===== src/hdl/tcce_pkg.sv =====
// Shared types and constants for the text console cursor engine.
// No dependencies; used by tcce_dp, tcce_ctrl and the core top level.
`timescale 1ns / 1ps

package tcce_pkg;

	localparam logic [7:0] CH_BACKSPACE    = 8'd8;
	localparam logic [7:0] CH_TAB          = 8'd9;
	localparam logic [7:0] CH_NEWLINE      = 8'd10;
	localparam logic [7:0] CH_SPACE        = 8'd32;
	localparam logic [3:0] TAB_STOP        = 4'd8;
	localparam logic [7:0] MIN_LAST_COLUMN = 8'd7;

	localparam logic [7:0] LAST_COLUMN_RESET = 8'd127;
	localparam logic [7:0] LAST_ROW_RESET    = 8'd47;

	localparam logic REG_LAST_COLUMN = 1'b0;
	localparam logic REG_LAST_ROW    = 1'b1;

	localparam logic CMD_DRAW   = 1'b0;
	localparam logic CMD_SCROLL = 1'b1;

	typedef struct packed {
		logic [7:0]  char_code;
		logic [31:0] fg_color;
		logic [31:0] bg_color;
	} in_item_t;

	typedef struct packed {
		logic        command;
		logic [7:0]  cell_column;
		logic [7:0]  cell_row;
		logic [7:0]  glyph;
		logic [31:0] draw_fg;
		logic [31:0] draw_bg;
		logic        last;
	} out_item_t;

	typedef struct packed {
		logic load;
		logic draw_step;
		logic scroll_emit;
	} dp_cmd_t;

	typedef struct packed {
		logic slot_free;
		logic is_newline;
		logic nl_scroll;
		logic step_scroll;
		logic count_one;
		logic count_zero;
	} dp_status_t;

endpackage


===== src/hdl/tcce_dp.sv =====
// Datapath: cursor, screen limits, latched request, remaining count, output register.
// Depends on tcce_pkg; driven by tcce_ctrl through dp_cmd_t.
`timescale 1ns / 1ps

module tcce_dp (
	input  logic                clk,
	input  logic                arst_n,
	input  tcce_pkg::in_item_t  in_data,
	input  logic                cfg_we,
	input  logic                cfg_index,
	input  logic [7:0]          cfg_data,
	input  tcce_pkg::dp_cmd_t   cmd,
	output tcce_pkg::dp_status_t status,
	output logic                out_valid,
	input  logic                out_ready,
	output tcce_pkg::out_item_t out_data
);

	logic [7:0]  last_column_q, last_row_q;
	logic [7:0]  col_q, row_q;
	logic [7:0]  glyph_q;
	logic [31:0] fg_q, bg_q;
	logic        adv_q;
	logic [3:0]  count_q;
	logic        out_valid_q;
	tcce_pkg::out_item_t out_q;

	logic [7:0] lc, col_c, row_c;
	logic [3:0] tab_count;
	logic       col_at_end, row_at_end;

	assign lc    = (last_column_q < tcce_pkg::MIN_LAST_COLUMN) ?
		tcce_pkg::MIN_LAST_COLUMN : last_column_q;
	assign col_c = (col_q > lc) ? lc : col_q;
	assign row_c = (row_q > last_row_q) ? last_row_q : row_q;
	assign tab_count = tcce_pkg::TAB_STOP - {1'b0, col_c[2:0]};

	assign col_at_end = (col_q == lc);
	assign row_at_end = (row_q == last_row_q);

	assign status.slot_free   = !out_valid_q || out_ready;
	assign status.is_newline  = (in_data.char_code == tcce_pkg::CH_NEWLINE);
	assign status.nl_scroll   = (row_c == last_row_q);
	assign status.step_scroll = adv_q && col_at_end && row_at_end;
	assign status.count_one   = (count_q == 4'd1);
	assign status.count_zero  = (count_q == 4'd0);

	always_ff @(posedge clk or negedge arst_n) begin
		if (!arst_n) begin
			last_column_q <= tcce_pkg::LAST_COLUMN_RESET;
			last_row_q    <= tcce_pkg::LAST_ROW_RESET;
		end else if (cfg_we) begin
			if (cfg_index == tcce_pkg::REG_LAST_COLUMN) begin
				last_column_q <= cfg_data;
			end
			if (cfg_index == tcce_pkg::REG_LAST_ROW) begin
				last_row_q <= cfg_data;
			end
		end
	end

	// cursor and remaining count
	always_ff @(posedge clk or negedge arst_n) begin
		if (!arst_n) begin
			col_q   <= '0;
			row_q   <= '0;
			count_q <= '0;
		end else if (cmd.load) begin
			case (in_data.char_code)
				tcce_pkg::CH_NEWLINE: begin
					col_q   <= '0;
					row_q   <= (row_c == last_row_q) ? row_c : row_c + 8'd1;
					count_q <= 4'd0;
				end
				tcce_pkg::CH_TAB: begin
					col_q   <= col_c;
					row_q   <= row_c;
					count_q <= tab_count;
				end
				tcce_pkg::CH_BACKSPACE: begin
					if (col_c != 8'd0) begin
						col_q <= col_c - 8'd1;
						row_q <= row_c;
					end else if (row_c != 8'd0) begin
						col_q <= lc;
						row_q <= row_c - 8'd1;
					end else begin
						col_q <= col_c;
						row_q <= row_c;
					end
					count_q <= 4'd1;
				end
				default: begin
					col_q   <= col_c;
					row_q   <= row_c;
					count_q <= 4'd1;
				end
			endcase
		end else if (cmd.draw_step) begin
			count_q <= count_q - 4'd1;
			if (adv_q) begin
				if (col_at_end) begin
					col_q <= '0;
					if (!row_at_end) begin
						row_q <= row_q + 8'd1;
					end
				end else begin
					col_q <= col_q + 8'd1;
				end
			end
		end
	end

	always_ff @(posedge clk) begin
		if (cmd.load) begin
			fg_q  <= in_data.fg_color;
			bg_q  <= in_data.bg_color;
			adv_q <= (in_data.char_code != tcce_pkg::CH_BACKSPACE);
			if (in_data.char_code == tcce_pkg::CH_TAB ||
			    in_data.char_code == tcce_pkg::CH_BACKSPACE) begin
				glyph_q <= tcce_pkg::CH_SPACE;
			end else begin
				glyph_q <= in_data.char_code;
			end
		end
	end

	// output register
	always_ff @(posedge clk or negedge arst_n) begin
		if (!arst_n) begin
			out_valid_q <= 1'b0;
		end else if (cmd.draw_step || cmd.scroll_emit) begin
			out_valid_q <= 1'b1;
		end else if (out_ready) begin
			out_valid_q <= 1'b0;
		end
	end

	always_ff @(posedge clk) begin
		if (cmd.draw_step) begin
			out_q.command     <= tcce_pkg::CMD_DRAW;
			out_q.cell_column <= col_q;
			out_q.cell_row    <= row_q;
			out_q.glyph       <= glyph_q;
			out_q.draw_fg     <= fg_q;
			out_q.draw_bg     <= bg_q;
			out_q.last        <= status.count_one && !status.step_scroll;
		end else if (cmd.scroll_emit) begin
			out_q.command     <= tcce_pkg::CMD_SCROLL;
			out_q.cell_column <= '0;
			out_q.cell_row    <= '0;
			out_q.glyph       <= '0;
			out_q.draw_fg     <= '0;
			out_q.draw_bg     <= '0;
			out_q.last        <= status.count_zero;
		end
	end

	assign out_valid = out_valid_q;
	assign out_data  = out_q;

endmodule


===== src/hdl/tcce_ctrl.sv =====
// Controller: sequences load, draw and scroll steps of one request.
// Depends on tcce_pkg; commands tcce_dp through dp_cmd_t.
`timescale 1ns / 1ps

module tcce_ctrl (
	input  logic                 clk,
	input  logic                 arst_n,
	input  logic                 in_valid,
	output logic                 in_ready,
	input  tcce_pkg::dp_status_t status,
	output tcce_pkg::dp_cmd_t    cmd
);

	localparam logic [1:0] S_IDLE   = 2'd0;
	localparam logic [1:0] S_DRAW   = 2'd1;
	localparam logic [1:0] S_SCROLL = 2'd2;

	logic [1:0] state_q, state_d;

	always_comb begin
		state_d  = state_q;
		cmd      = '0;
		in_ready = 1'b0;
		unique case (state_q)
			S_IDLE: begin
				in_ready = 1'b1;
				if (in_valid) begin
					cmd.load = 1'b1;
					if (!status.is_newline) begin
						state_d = S_DRAW;
					end else if (status.nl_scroll) begin
						state_d = S_SCROLL;
					end
				end
			end
			S_DRAW: begin
				if (status.slot_free) begin
					cmd.draw_step = 1'b1;
					if (status.step_scroll) begin
						state_d = S_SCROLL;
					end else if (status.count_one) begin
						state_d = S_IDLE;
					end
				end
			end
			S_SCROLL: begin
				if (status.slot_free) begin
					cmd.scroll_emit = 1'b1;
					state_d = status.count_zero ? S_IDLE : S_DRAW;
				end
			end
			default: begin
				state_d = S_IDLE;
			end
		endcase
	end

	always_ff @(posedge clk or negedge arst_n) begin
		if (!arst_n) begin
			state_q <= S_IDLE;
		end else begin
			state_q <= state_d;
		end
	end

	a_emit_needs_slot: assert property (@(posedge clk) disable iff (!arst_n)
		(cmd.draw_step || cmd.scroll_emit) |-> status.slot_free)
		else $error("result emitted while output register busy");

	a_one_command: assert property (@(posedge clk) disable iff (!arst_n)
		$countones({cmd.load, cmd.draw_step, cmd.scroll_emit}) <= 1)
		else $error("more than one datapath command");

	a_draw_has_count: assert property (@(posedge clk) disable iff (!arst_n)
		(state_q == S_DRAW) |-> !status.count_zero)
		else $error("draw state with nothing left to draw");

	a_final_scroll_idles: assert property (@(posedge clk) disable iff (!arst_n)
		(cmd.scroll_emit && status.count_zero) |=> (state_q == S_IDLE))
		else $error("final scroll did not return to idle");

endmodule


===== src/hdl/text_console_cursor_engine_core.sv =====
// Text console cursor engine, top level.
// Depends on tcce_pkg, tcce_ctrl and tcce_dp.
//
// Usage:
//   in_valid/in_ready/in_data carry one character request (byte and colors).
//   out_valid/out_ready/out_data carry draw and scroll results; last marks the
//   final result of a request. A newline that stays on screen gives no result.
//   cfg_we/cfg_index/cfg_data write last_column (index 0) and last_row
//   (index 1); write them only while the engine is idle.
// Sequencing:
//   A request is taken in the idle state, then each result costs one cycle of
//   the controller while the output register is free. A plain character gives
//   one draw, plus a scroll when it wraps past the last row; a backspace gives
//   one draw; a tab gives up to eight draws and at most one scroll. The single
//   output register sets this pace; each result is registered before it shows.
// Reset: cursor at (0, 0), last_column 127, last_row 47, no result pending.
// Stall: while out_ready is low the held result stays and the controller
//   waits; in_ready returns only once all results have been queued.
`timescale 1ns / 1ps

module text_console_cursor_engine_core (
	input  logic                clk,
	input  logic                arst_n,
	input  logic                in_valid,
	output logic                in_ready,
	input  tcce_pkg::in_item_t  in_data,
	output logic                out_valid,
	input  logic                out_ready,
	output tcce_pkg::out_item_t out_data,
	input  logic                cfg_we,
	input  logic                cfg_index,
	input  logic [7:0]          cfg_data
);

	tcce_pkg::dp_cmd_t    cmd;
	tcce_pkg::dp_status_t status;

	tcce_ctrl u_ctrl (
		.clk      (clk),
		.arst_n   (arst_n),
		.in_valid (in_valid),
		.in_ready (in_ready),
		.status   (status),
		.cmd      (cmd)
	);

	tcce_dp u_dp (
		.clk       (clk),
		.arst_n    (arst_n),
		.in_data   (in_data),
		.cfg_we    (cfg_we),
		.cfg_index (cfg_index),
		.cfg_data  (cfg_data),
		.cmd       (cmd),
		.status    (status),
		.out_valid (out_valid),
		.out_ready (out_ready),
		.out_data  (out_data)
	);

endmodule

===== config.mk =====
export PLATFORM = sky130hd
export DESIGN_NAME = text_console_cursor_engine_core
export DESIGN_NICKNAME = d
export VERILOG_FILES = /design/src/hdl/tcce_pkg.sv /design/src/hdl/tcce_dp.sv /design/src/hdl/tcce_ctrl.sv /design/src/hdl/text_console_cursor_engine_core.sv
export SDC_FILE = /design/constraint.sdc
export NUM_CORES = 1
export LEC_CHECK = 0
export ABC_AREA = 0
export BUFFER_PORTS_ARGS = -buffer_cell sky130_fd_sc_hd__buf_2
export CORE_ASPECT_RATIO = 0.9
export CORE_MARGIN = 1
export CORE_UTILIZATION = 60
export DETAILED_ROUTE_END_ITERATION = 8
export PLACE_DENSITY = 0.85
export SETUP_SLACK_MARGIN = 0.2
export SKIP_LAST_GASP = 1
export SLEW_MARGIN = 20
export SYNTH_ARGS = -nofsm -noshare
export SYNTH_HDL_FRONTEND = slang
export SYNTH_SLANG_ARGS = --single-unit

===== constraint.sdc =====
create_clock -name clk -period 8 [get_ports clk]
set_input_delay 2.4 -clock clk [delete_from_list [all_inputs] [get_ports clk]]
set_output_delay 2.4 -clock clk [all_outputs]
set_load 0.05 [all_outputs]

==> Word level (Yosys, flattened, before mapping) <==
Index checks and enable logic that the tools add are counted.
{ "classes": {"addsub": 7, "n_lt_le_gt_ge": 3, "eq_ne": 16, "mux": 41, "bitwise": 1, "n_reduce_logical": 22} }
{ "op_table": {"columns": ["cell", "count"], "rows": [
  ["$mux W89", 2],
  ["$mux W8", 17],
  ["$pmux W8 S2", 2],
  ["$add A8 B1 Y8 const B", 3],
  ["$eq A8 B4 Y1 const B", 3],
  ["$eq A8 B8 Y1", 3],
  ["$gt A8 B8 Y1", 2],
  ["$reduce_bool A8 Y1", 2],
  ["$sub A8 B1 Y8 const B", 2],
  ["$mux W2", 7],
  ["$reduce_bool A2 Y1", 5],
  ["$mux W1", 9],
  ["$lt A8 B3 Y1 const B", 1],
  ["$mux W4", 2],
  ["$ne A2 B2 Y1 const B", 4],
  ["$ne A8 B4 Y1 const B", 1],
  ["$pmux W4 S2", 1],
  ["$pmux W2 S3", 1],
  ["$reduce_and A2 Y1", 3],
  ["$reduce_and A5 Y1", 1],
  ["$eq A4 B1 Y1 const B", 1],
  ["$logic_not A4 Y1", 1],
  ["$reduce_and A4 Y1", 1],
  ["$sub A4 B1 Y4 const B", 1],
  ["other kinds (10)", 15]
]} }
{ "totals": {"reg_bits": 202, "input_bits": 86, "output_inout_bits": 92, "word_cells": 108} }

==> Depth between registers and ports, before layout <==
Gate-level depths: netlist of the first run.
{ "depth": {"depth_word": 8, "mapped_depth": 21, "depth_no_buf": 19} }

==> Modules after synthesis <==
From an unflattened synthesis of the first run, not the netlist that was laid out.
{ "unflattened": {"cells_unflattened": 744, "hier_area_um2": 9352.7} }
{ "by_module_without_submodules": {"columns": ["module", "instances", "cells_per_inst", "area_per_inst_um2", "seq_area_each_um2"], "rows": [
  ["tcce_dp", 1, 723, 9156.3, 5825.6],
  ["tcce_ctrl", 1, 21, 196.4, 50.0]
]} }

==> Least setup slack after synthesis of the first run <==
No wires, ideal clock.
{ "synth_path": {"path_type": "input to register", "from": "in out_ready", "to": "reg u_dp.out_q (netlist bit u_dp.out_data[0]), enable pin", "setup_time_ps": 537, "t_arrival_ps": 6394, "required_ps": 7463, "path_slack_ps": 1069, "path_stages": 3, "n_path_buf": 1, "cell_sequence": "nor2b_1 -> clkbuf_1 -> nor2_1"} }
{ "synth_between": {"elab_chain_len": 4, "elab_cells_between_ends": 5, "cone_classes": "3 x mux; 2 x reduce/logical"} }
{ "synth_rtl": {"columns": ["element", "line", "rtl"], "rows": [
  ["start: declaration", "text_console_cursor_engine_core.sv:28", "input logic out_ready,"],
  ["$logic_or A1 B1 Y1 *", "tcce_dp.sv:41", "assign status.slot_free = !out_valid_q || out_ready;"],
  ["$mux W1 *", "tcce_ctrl.sv:37, tcce_ctrl.sv:47", null],
  ["$mux W1", "tcce_ctrl.sv:24", "unique case (state_q)"],
  ["$reduce_bool A2 Y1 (no source line) *", null, null],
  ["end: declaration", "tcce_dp.sv:26", "tcce_pkg::out_item_t out_q;"]
]} }
Every way passes the cells marked *; elsewhere a longest branch is shown, timed or not.
A chain may end at the register's enable or synchronous reset.

==> Worst setup path in the final report of the first run <==
{ "layout_path": {"from": "reg u_dp.last_column_q[6]", "to": "reg u_dp.row_q[5]"} }
{ "layout_between": {"elab_chain_len": 8, "elab_cells_between_ends": 11, "cone_classes": "2 x order compare; 1 x eq/ne; 5 x mux; 3 x reduce/logical"} }
{ "layout_rtl": {"columns": ["element", "line", "rtl"], "rows": [
  ["start: declaration", "tcce_dp.sv:19", "logic [7:0] last_column_q, last_row_q;"],
  ["start signal: assignment", "tcce_dp.sv:50", "last_column_q <= tcce_pkg::LAST_COLUMN_RESET;"],
  ["start signal: assignment", "tcce_dp.sv:54", "last_column_q <= cfg_data;"],
  ["$lt A8 B3 Y1", "tcce_dp.sv:32", "assign lc = (last_column_q < tcce_pkg::MIN_LAST_COLUMN) ?"],
  ["$mux W8 *", "tcce_dp.sv:32", null],
  ["$gt A8 B8 Y1", "tcce_dp.sv:34", "assign col_c = (col_q > lc) ? lc : col_q;"],
  ["$mux W8", "tcce_dp.sv:34", null],
  ["$reduce_bool A8 Y1", "tcce_dp.sv:81", "if (col_c != 8'd0) begin"],
  ["$mux W8", "tcce_dp.sv:81", null],
  ["$pmux W8 S2", "tcce_dp.sv:69", "case (in_data.char_code)"],
  ["$mux W8", "tcce_dp.sv:68", "end else if (cmd.load) begin"],
  ["end signal: assignment", "tcce_dp.sv:72", "row_q <= (row_c == last_row_q) ? row_c : row_c + 8'd1;"],
  ["end signal: assignment", "tcce_dp.sv:83", "row_q <= row_c;"],
  ["end signal: assignment", "tcce_dp.sv:86", "row_q <= row_c - 8'd1;"],
  ["end: declaration", "tcce_dp.sv:20", "logic [7:0] col_q, row_q;"]
]} }
Marks and branches as above.

==> flow_metrics.py, run 1 <==
metrics = {
    "status": {
        "outcome": "complete, no violations",
    },
    "clock_tree": {
        "cts_max_path_buffers": 3,
        "cts_buffers": 20,
        "hold_buffers": 0,
        "cts-root-buf": "clkbuf_16",
        "path_clk_slew_ps": 70,
        "post_cts_buffers": 0,
        "clock-sinks": 202,
        "clock_latency_ps": 510,
        "cts-htree-levels": 1,
        "cts_tree": "done",
        "postCtsResizedCells": 0,
    },
    "setup_path": {
        "critPathMaxFanout": 15,
        "path_class": "reg2reg",
        "setup.worst_path.end_class": "flop",
        "cp.arrival_ps": 5520,
        "crit_required_ps": 8370,
        "critPathLaunchType": "flop",
    },
    "routing": {
        "wl_per_cell_um": 21.7,
        "antenna_left": 0,
        "wl_mm": 24.8,
        "vias_per_cell": 6.18,
        "drt_iter0_markers": 799,
        "vias": 7071,
        "drtPass1Iterations": 5,
        "remaining_drc_errors": 0,
    },
    "sta": {
        "period_minus_slack_ps": 5150,
        "setup_violations": 0,
        "fmax_ghz": 0.194,
        "drv_slew": 0,
        "rsz0062_at_grt": "no",
        "hold_slack_ps": 498,
        "min_period_over_period": 0.644,
        "hold_viol_final": 0,
        "fin_setup_tns_ps": 0,
        "finClkSkew_ps": 18.5,
        "slew_headroom": 0.272,
        "worst_slack_ps": 2850,
        "worst_slew_pin_slew_ps": 1090,
    },
    "worst_hold_path": {
        "hold_path_class": "reg2reg",
    },
    "global_routing": {
        "top_usage_layer": "met2",
        "grtUsageMet2": 0.480,
        "grt_pass1_vias": 6555,
        "grt_max_degree": 93,
        "use_met3": 0.0568,
        "antenna_found_initial": 3,
        "gr-usage-met1": 0.430,
        "track_usage": 0.304,
        "grt_first_pass_wirelength_mm": 37.5,
        "grt_overflow_total": 0,
    },
    "pwr": {
        "ir_worst_vdd_mv": 0.301,
        "net-switching-power_mw": 2.15,
        "p_clk_frac": 0.198,
        "combPwrFrac": 0.434,
        "power_frac_seq": 0.368,
        "power_switching_share": 0.445,
        "p_int_mw": 2.68,
        "power_density_mw_per_mm2": 435,
        "power_mw": 4.84,
        "power_leakage_nw": 4.44,
    },
    "synth": {
        "synth_warnings": 0,
        "synth_edf_count": 162,
        "synth.yosys.seq_area_share": 0.619,
        "yosys_most_used_dff": "edfxtp_1",
        "synth.avg_cell_area_um2": 12.4,
        "syn_inst": 765,
        "ys_types": 78,
        "synth_seq_cells": 202,
        "synth_fp_nets": 875,
        "syn_area_mm2": 0.00949,
        "async_flop_share": 0.193,
    },
    "placement": {
        "gp_congestion": 0.924,
        "place_area_mm2": 0.0104,
        "post-place-cells": 1107,
        "numPortBuffers": 177,
        "hpwl_mm": 16.4,
        "dp_slack_ps": 3070,
    },
    "floorplan": {
        "ios": 178,
        "core_area_mm2": 0.0154,
        "die_h_um": 121,
        "fp.dieW_um": 135,
        "fp-row-count": 43,
        "dieArea_mm2": 0.0163,
        "initial_core_util": 0.615,
    },
    "layout": {
        "area_delta_synth_final_pct": 17.1,
        "fillers": 1010,
        "nets": 1037,
        "drive_above_1_share": 0.285,
        "final_cell_area_mm2": 0.0111,
        "multi_input_area_mm2": 0.00328,
        "final_util": 0.720,
        "finalNonFillerCells": 1144,
        "regArea_mm2": 0.00588,
    },
    "flow_run": {
        "drv_cap": 0,
    },
}
-- cells in the mapped netlist, drive strengths merged (3+ instances only) --
cell type | count | area share
or2 | 5 | 0.0033
and3 | 15 | 0.0099
nor2b | 10 | 0.0066
dfrtp | 27 | 0.071
o22ai | 5 | 0.0033
nand4 | 8 | 0.0059
a31oi | 9 | 0.0059
and2 | 87 | 0.057
o21a | 4 | 0.0032
a21oi | 41 | 0.022
edfxtp | 162 | 0.51
dfstp | 12 | 0.033
or3 | 3 | 0.0020
mux2i | 9 | 0.0095
nand2 | 40 | 0.017
a311oi | 4 | 0.0037
nor3 | 17 | 0.0095
mux2 | 14 | 0.017
xnor2 | 7 | 0.0065
a22oi | 3 | 0.0024
a211oi | 4 | 0.0037
nor4 | 17 | 0.012
a32oi | 4 | 0.0037
inv | 29 | 0.011
nor3b | 3 | 0.0024
xor2 | 13 | 0.012
nor2 | 44 | 0.020
a221oi | 5 | 0.0046
o21ai | 49 | 0.027
ha | 24 | 0.032
buf | 9 | 0.0065
clkbuf | 31 | 0.016
nand3 | 17 | 0.0090
-- final timing paths --
kind / startpoint / endpoint / slack (ps) / depth (start not counted)
worst max-delay path: u_dp.last_column_q[6] / u_dp.row_q[5] / 2850 / 17
worst min-delay path: u_dp.out_data[89] / u_dp.out_data[89] / 500 / 2
worst max register to register: u_dp.last_column_q[6] / u_dp.row_q[5] / 2850 / 17
worst min register to register: u_dp.out_data[89] / u_dp.out_data[89] / 500 / 2
max in group asynchronous: arst_n / u_dp.row_q[5] / 5380 / 1
min in group asynchronous: arst_n / u_dp.last_column_q[7] / 2040 / 1
-- cells by family (layout without fill, tap and decap cells) --
group / count (synthesis) / after routing / share of synthesized area
flip-flops: 202 / 202 / 0.619
XOR/XNOR: 20 / 20 / 0.0185
multiplexers: 24 / 24 / 0.0289
buffers and inverters: 72 / 248 / 0.0370
other: 0 / 1 / 0
adder cells (fa/ha/maj): 24 / 24 / 0.0316
AO/OA/AOI/OAI: 143 / 143 / 0.0954
AND/OR/NAND/NOR: 280 / 280 / 0.170
-- placed cells by master (no fill, tap or decap), types with 4 or more instances in the layout --
cell type / n
inv_1: 28
or2_2: 4
nand4_1: 7
clkbuf_16: 20
nor2b_1: 10
a21oi_1: 39
and2_1: 87
buf_4: 5
nand2_1: 38
o21ai_1: 6
and3_1: 15
a31oi_1: 9
nor3_1: 15
mux2i_1: 9
nor2_1: 38
nor4_1: 16
a32oi_1: 4
o21a_1: 4
a221oi_1: 5
edfxtp_1: 162
ha_1: 24
clkbuf_1: 4
xor2_1: 13
mux2_2: 13
o22ai_1: 5
dfstp_2: 12
a311oi_1: 4
o21ai_0: 42
nand3_1: 17
xnor2_1: 7
buf_2: 177
dfrtp_1: 27
clkinv_2: 4
-- sequential cells by signal, indices dropped and copies added, names as in the netlist, 8 cells and up --
register / cells
u_dp.last_column_q: 8
u_dp.out_data: 90
u_dp.row_q: 8
u_dp.bg_q: 32
u_dp.fg_q: 32
u_dp.last_row_q: 8
u_dp.glyph_q: 8
u_dp.col_q: 8
-- final cells by class --
type                            count  share of cell area
Sequential cell                   202               0.529
Clock inverter                      9              0.0101
Multi-Input combinational cell    491               0.295
Inverter                           30              0.0102
Timing Repair Buffer              182              0.0831
Antenna cell                        1            0.000225
Clock buffer                       27              0.0501
Tap cell                          202              0.0227
-- layer usage --
| metal | routed length (um) | vias up |
|---|---|---|
| met3 | 2310 | 60 |
| met2 | 11600 | 453 |
| met5 | 23 | - |
| met1 | 10100 | 3419 |
| li1 | - | 3135 |
| met4 | 666 | 4 |
-- power groups by stage --
stage	Clock, mW	Sequential, mW	Combinational [mW]
after floorplan	0	2.38	0.979
after global placement	0	1.76	2.02
after detailed placement	0	1.78	2.06
after CTS	0.962	1.78	2.08
after global routing	1.00	1.81	2.23
final	0.956	1.78	2.10
-- worst max-delay path: stages, from the launching register on --
cell and delay, ps:
dfstp_2 380, or4_4 540, nor2_2 130, or2_2 130
inv_1 80, ha_1 300, nand4_1 240, o21ai_1 650
a21oi_1 150, a21oi_1 400, ha_1 390, nand3_1 170
nor2_1 150, and3_1 560, o21ai_0 220, xor2_1 180
a211oi_1 300, a21oi_2 50
Note: power is estimated with default switching activity, not from simulation.
==> run 2, diff against run 1 <==
--- a/config.mk
+++ b/config.mk
@@ -9,9 +9,9 @@
 export BUFFER_PORTS_ARGS = -buffer_cell sky130_fd_sc_hd__buf_2
 export CORE_ASPECT_RATIO = 0.9
 export CORE_MARGIN = 1
-export CORE_UTILIZATION = 60
+export CORE_UTILIZATION = 50
 export DETAILED_ROUTE_END_ITERATION = 8
-export PLACE_DENSITY = 0.85
+export PLACE_DENSITY = 0.76
 export SETUP_SLACK_MARGIN = 0.2
 export SKIP_LAST_GASP = 1
 export SLEW_MARGIN = 20
==> constraint.sdc (replaced) <==
create_clock -name clk -period 4.4 [get_ports clk]
set_input_delay 1.32 -clock clk [delete_from_list [all_inputs] [get_ports clk]]
set_output_delay 1.32 -clock clk [all_outputs]
set_load 0.05 [all_outputs]
==> flow_metrics.py, run 2 (synthesis results as in run 1) <==
metrics = {
    "status": {
        "outcome": "complete, no violations",
    },
    "sta": {
        "period_minus_slack_ps": 3990,
        "drv_slew": 0,
        "worst_slack_ps": 410,
        "rsz0062_at_grt": "yes",
        "worst_slew_pin_slew_ps": 974,
        "fin_setup_tns_ps": 0,
        "slew_headroom": 0.351,
        "finClkSkew_ps": 11.4,
        "fmax_ghz": 0.251,
        "min_period_over_period": 0.907,
        "setup_violations": 0,
        "hold_viol_final": 0,
    },
    "setup_path": {
        "r2r-start": "u_dp.last_column_q[6]",
        "crit_required_ps": 4810,
        "reg2reg_to": "u_dp.col_q[1]",
        "critPathMaxFanout": 8,
        "r2r_setup_slack_ps": 410,
        "setup.worst_path.end_class": "flop",
        "ff2ff_path_depth": 20,
        "critPathLaunchType": "flop",
        "path_class": "reg2reg",
        "cp.arrival_ps": 4400,
    },
    "floorplan": {
        "initial_core_util": 0.514,
        "fp-row-count": 47,
        "die_h_um": 133,
        "core_area_mm2": 0.0185,
        "dieArea_mm2": 0.0195,
        "fp.dieW_um": 147,
        "ios": 178,
    },
    "layout": {
        "final_common_cell": "buf_2",
        "layout_common_cells": "177 x buf_2, 162 x edfxtp_1, 87 x and2_1",
        "largest_register_ffs": 90,
        "final_util": 0.620,
        "finalNonFillerCells": 1213,
        "drive_above_1_share": 0.312,
        "nets": 1062,
        "n_antenna_cell": 0,
        "area_delta_synth_final_pct": 20.5,
    },
    "global_routing": {
        "gr-usage-met1": 0.346,
        "top_usage_layer": "met2",
        "grt_pass1_vias": 6335,
        "antenna_found_initial": 1,
        "track_usage": 0.235,
        "grt_first_pass_wirelength_mm": 35.8,
        "grt_overflow_total": 0,
        "grt_max_degree": 92,
        "use_met3": 0.0421,
        "grtUsageMet2": 0.360,
    },
    "placement": {
        "numPortBuffers": 177,
        "dp_slack_ps": 339,
        "gp_congestion": 1.01,
        "post-place-cells": 1169,
        "hpwl_mm": 16.0,
    },
    "routing": {
        "vias": 6835,
        "vias_per_cell": 5.63,
        "remaining_drc_errors": 0,
        "drtPass1Iterations": 5,
        "drt_iter0_markers": 639,
        "wl_per_cell_um": 18.9,
        "wl_mm": 22.9,
        "antenna_left": 0,
    },
    "pwr": {
        "power_density_mw_per_mm2": 778,
        "ir_worst_vdd_mv": 0.412,
        "power_leakage_nw": 4.56,
    },
    "clock_tree": {
        "clock-sinks": 202,
        "hold_buffers": 0,
        "cts-root-buf": "clkbuf_16",
        "cts-htree-levels": 1,
        "clock_latency_ps": 500,
        "cts_tree": "done",
        "cts_buffers": 22,
        "path_clk_slew_ps": 70,
        "cts_max_path_buffers": 3,
    },
    "worst_hold_path": {
        "worstHoldPathCells": 2,
        "hold_start": "u_dp.out_data[89]",
        "min_to": "u_dp.out_data[89]",
        "hold_path_class": "reg2reg",
    },
    "flow_run": {
        "drv_cap": 0,
    },
}
[run 2: changes by cell type in the layout (fill, tap and decap cells not counted), moves of 2 or more]
| cell | delta |
|---|---|
| a21oi_1 | -2 |
| buf_4 | +22 |
| clkbuf_16 | +2 |
| o21ai_0 | -2 |
| o21ai_1 | +2 |
[run 2: cell type report]
type / count / area (um^2)
well taps: 245 / 307
repair buffers: 205 / 1110
clock inverters: 10 / 96.3
multi-input cells: 491 / 3330
inverters: 30 / 114
fillers: 1424 / 7020
flip-flops and latches: 202 / 5880
clock buffers: 30 / 611
[run 2: timing repair]
action,in CTS,in global routing
gates resized for setup,0,14
endpoints found under the hold margin,0,0
setup endpoints to repair,0,15
setup buffers,0,4
[run 2: power breakdown]
part	leakage [nW]	switching [mW]	internal, mW
clock	0.341	0.741	1.04
combinational	2.21	2.86	1.15
sequential	2.01	0.285	2.83
[run 2: how the worst max path moves through the flow]
stage | slack, ps | startpoint | endpoint
floorplan | 410 | u_dp.last_column_q[6] | u_dp.row_q[5]
global placement | 460 | u_dp.last_column_q[6] | u_dp.row_q[5]
detailed placement | 340 | u_dp.last_column_q[6] | u_dp.row_q[5]
CTS | 310 | u_dp.last_column_q[6] | u_dp.row_q[5]
global route | 160 | u_dp.last_column_q[6] | u_dp.row_q[2]
finish | 410 | u_dp.last_column_q[6] | u_dp.col_q[1]
[run 2: metrics by stage]
stage                     total power [mW]  hold slack (ps)  instance area (um^2)
after global routing                  9.34              503                 11400
final                                 8.90              483                 11400
after global placement                6.99              456                 10700
after CTS                             8.85              482                 11400
after detailed placement              7.05              470                 10700
after floorplan                       6.07              497                  9500
[run 2: layer usage]
metal | share of wire | wire [um] | vias to the layer above
met2 | 0.46 | 10500 | 356
li1 | - | - | 3197
met4 | 0.023 | 518 | 2
met3 | 0.093 | 2130 | 45
met1 | 0.43 | 9800 | 3235
met5 | 0.00052 | 12 | -
[run 2: critical path: stages, from the launching register on]
cell,delay [ps]
dfstp_2,380
or4_4,540
nor2_2,130
or2_2,130
inv_1,80
ha_1,310
nand4_1,210
nand2b_1,130
a21oi_2,190
nor2_4,90
buf_4,140
a21oi_2,150
ha_2,220
nand3_1,120
nor2_2,200
nand3_4,130
buf_4,160
a21oi_1,170
a21oi_1,90
a2bb2oi_1,140
o21ai_0,200
==> run 3, diff against run 2 <==
--- a/config.mk
+++ b/config.mk
@@ -5,13 +5,13 @@
 export SDC_FILE = /design/constraint.sdc
 export NUM_CORES = 1
 export LEC_CHECK = 0
-export ABC_AREA = 0
+export ABC_AREA = 1
 export BUFFER_PORTS_ARGS = -buffer_cell sky130_fd_sc_hd__buf_2
 export CORE_ASPECT_RATIO = 0.9
 export CORE_MARGIN = 1
-export CORE_UTILIZATION = 50
+export CORE_UTILIZATION = 51
 export DETAILED_ROUTE_END_ITERATION = 8
-export PLACE_DENSITY = 0.76
+export PLACE_DENSITY = 0.77
 export SETUP_SLACK_MARGIN = 0.2
 export SKIP_LAST_GASP = 1
 export SLEW_MARGIN = 20
==> flow_metrics.py, run 3 <==
metrics = {
    "placement": {
        "numPortBuffers": 177,
        "dp_slack_ps": 799,
        "gp_congestion": 0.992,
        "place_area_mm2": 0.0108,
        "post-place-cells": 1404,
        "hpwl_mm": 16.5,
    },
    "floorplan": {
        "fp-row-count": 47,
        "die_h_um": 133,
        "dieArea_mm2": 0.0196,
        "core_area_mm2": 0.0185,
        "ios": 178,
        "initial_core_util": 0.524,
        "fp.dieW_um": 147,
    },
    "synth": {
        "synth_edf_count": 162,
        "synth.avg_cell_area_um2": 9.66,
        "synth_warnings": 0,
        "async_flop_share": 0.193,
        "synth_xor_area_frac": 0.00813,
        "synth_fp_nets": 1114,
        "synthAdderAreaFrac": 0.0310,
        "synth.yosys.seq_area_share": 0.606,
        "yosysMostFrequentCell": "nand2_1",
        "synth_compound_area_frac": 0.0618,
        "synthSimpleGateAreaFrac": 0.206,
        "yosysTopAreaCell": "edfxtp_1",
        "ys_types": 46,
        "synth_area_leaders": "edfxtp_1 50%, nand2_1 7.6%, dfrtp_1 7.0%, inv_1 6.7%, nor2_1 5.3%",
        "synth_seq_cells": 202,
        "ys_top_cells_by_count": "196 x nand2_1, 174 x inv_1, 162 x edfxtp_1, 136 x nor2_1, 68 x nand3_1",
        "yosys_most_used_dff": "edfxtp_1",
        "synth_top_family_by_area": "simple AND/OR/NAND/NOR gates",
        "synthMuxAreaShare": 0,
        "synth_top_area_share": 0.502,
        "syn_area_mm2": 0.00970,
        "syn_inst": 1004,
    },
    "sta": {
        "worst_slew_pin_slew_ps": 949,
        "fin_setup_tns_ps": 0,
        "min_period_over_period": 0.834,
        "period_minus_slack_ps": 3670,
        "drv_slew": 0,
        "hold_viol_final": 0,
        "worst_slack_ps": 731,
        "slew_headroom": 0.367,
        "rsz0062_at_grt": "no",
        "setup_violations": 0,
        "finClkSkew_ps": 26.4,
        "hold_slack_ps": 452,
        "fmax_ghz": 0.273,
    },
    "layout": {
        "nets": 1293,
        "area_delta_synth_final_pct": 18.4,
        "final_cell_area_mm2": 0.0115,
        "final_common_cell": "nand2_1",
        "largest_register_ffs": 90,
        "layout_common_cells": "195 x nand2_1, 177 x buf_2, 173 x inv_1",
        "drive_above_1_share": 0.236,
        "finalNonFillerCells": 1444,
    },
    "setup_path": {
        "crit_buf_inv": 4,
        "slowest_stage": "nor2_2",
        "crit_required_ps": 4800,
        "reg2reg_to": "u_dp.col_q[2]",
        "cp_common_cell": "nand2_1",
        "r2r-start": "u_dp.last_column_q[7]",
        "crit_chain": "inv_1, nand3_1, o21bai_1, inv_1, ha_1, nand2_1, inv_2, nand4_2, inv_2, a21oi_2, nand2_1, o21ai_1, ha_1, nand3_1, nor2_2, nand2_2, o21ai_1, o21ai_0, nand2_1, nand2_1",
        "cp_top_family": "simple AND/OR/NAND/NOR gates",
        "ff2ff_path_depth": 20,
        "setup.worst_path.end_class": "flop",
        "r2r_setup_slack_ps": 730,
        "critPathLaunchType": "flop",
        "crit_end": "u_dp.col_q[2]",
        "critPathMaxFanout": 11,
        "path_class": "reg2reg",
        "crit_start": "u_dp.last_column_q[7]",
        "cp_num_cells": 20,
        "cp.arrival_ps": 4070,
        "cp_slowest_stage_delay_ps": 440,
    },
    "clock_tree": {
        "hold_buffers": 0,
        "postCtsResizedCells": 0,
        "cts-root-buf": "clkbuf_16",
        "clock_latency_ps": 520,
        "clock-sinks": 202,
        "post_cts_buffers": 0,
        "cts-htree-levels": 1,
        "path_clk_slew_ps": 70,
        "cts_max_path_buffers": 3,
        "cts_tree": "done",
        "cts_buffers": 22,
    },
    "routing": {
        "antenna_left": 0,
        "remaining_drc_errors": 0,
        "wl_per_cell_um": 15.7,
        "vias": 7423,
        "wl_mm": 22.6,
        "drt_iter0_markers": 650,
        "drtPass1Iterations": 6,
        "vias_per_cell": 5.14,
    },
    "global_routing": {
        "antenna_found_initial": 0,
        "grt_overflow_total": 0,
        "grt_max_degree": 96,
        "track_usage": 0.231,
        "grt_first_pass_wirelength_mm": 35.4,
        "grt_pass1_vias": 6921,
    },
    "flow_run": {
        "drv_cap": 0,
    },
    "pwr": {
        "power_density_mw_per_mm2": 702,
        "ir_worst_vdd_mv": 0.282,
        "power_leakage_nw": 5.36,
    },
    "status": {
        "outcome": "complete, no violations",
    },
    "worst_hold_path": {
        "hold_path_class": "reg2reg",
    },
}
-- run 3: changes by cell type in the layout (fill, tap and decap cells not counted), moves of 10 or more --
cell and change:
nand2_1 +157, inv_1 +145, nor2_1 +98, and2_1 -87, nand3_1 +52, buf_4 -24
a21oi_1 -21, nand2_2 +15, nor4_1 -15, and3_1 -14, mux2_2 -13, inv_2 +11
nor2b_1 -10
-- run 3: worst reg2reg max path, cell delays in order (launching register included) --
cell	delay (ps)
dfrtp_1	420
inv_1	120
nand3_1	100
o21bai_1	300
inv_1	80
ha_1	270
nand2_1	80
inv_2	40
nand4_2	140
inv_2	70
a21oi_2	250
nand2_1	80
o21ai_1	180
ha_1	260
nand3_1	120
nor2_2	440
nand2_2	210
o21ai_1	170
o21ai_0	90
nand2_1	90
nand2_1	50
-- run 3: stage by stage --
stage	util	power (mW)
after floorplan	-	5.61
after CTS	0.620	8.06
after global placement	0.584	6.33
after detailed placement	0.584	6.37
after global routing	0.620	8.54
final	0.620	8.07
-- run 3: cells by family after synthesis --
logic type               after synthesis
AND/OR/NAND/NOR                      454
buffers and inverters                213
flip-flops                           202
AO/OA/AOI/OAI                        102
adder cells (fa/ha/maj)               24
XOR/XNOR                               9
-- run 3: worst min path at each step --
stage,cells after the start,startpoint,endpoint
after floorplan,2,u_dp.last_column_q[2],u_dp.last_column_q[2]
after CTS,2,u_dp.out_data[89],u_dp.out_data[89]
final,2,u_dp.out_data[89],u_dp.out_data[89]
after global routing,2,u_dp.out_data[89],u_dp.out_data[89]
after global placement,2,u_dp.out_data[89],u_dp.out_data[89]
after detailed placement,2,u_dp.out_data[89],u_dp.out_data[89]
-- run 3: area by class of cell --
class | count | area [um^2]
fillers | 1507 | 7040
flip-flops and latches | 202 | 5880
multi-input cells | 589 | 2990
repair buffers | 182 | 948
inverters | 186 | 698
clock buffers | 25 | 562
well taps | 245 | 307
clock inverters | 14 | 101
diodes | 1 | 2.50
-- run 3: metal layers --
layer | up-vias | part of all wire | GRT usage
met4 | 0 | 0.024 | 0.0710
met5 | - | 0 | 0
met3 | 39 | 0.076 | 0.0355
met2 | 307 | 0.46 | 0.362
met1 | 3468 | 0.44 | 0.332
li1 | 3609 | - | -
-- run 3: power breakdown --
part | leakage [nW] | internal (mW) | switching (mW) | total, mW
Combinational | 3.03 | 0.927 | 2.67 | 3.60
Clock | 0.322 | 0.934 | 0.754 | 1.69
Sequential | 2.01 | 2.56 | 0.224 | 2.78
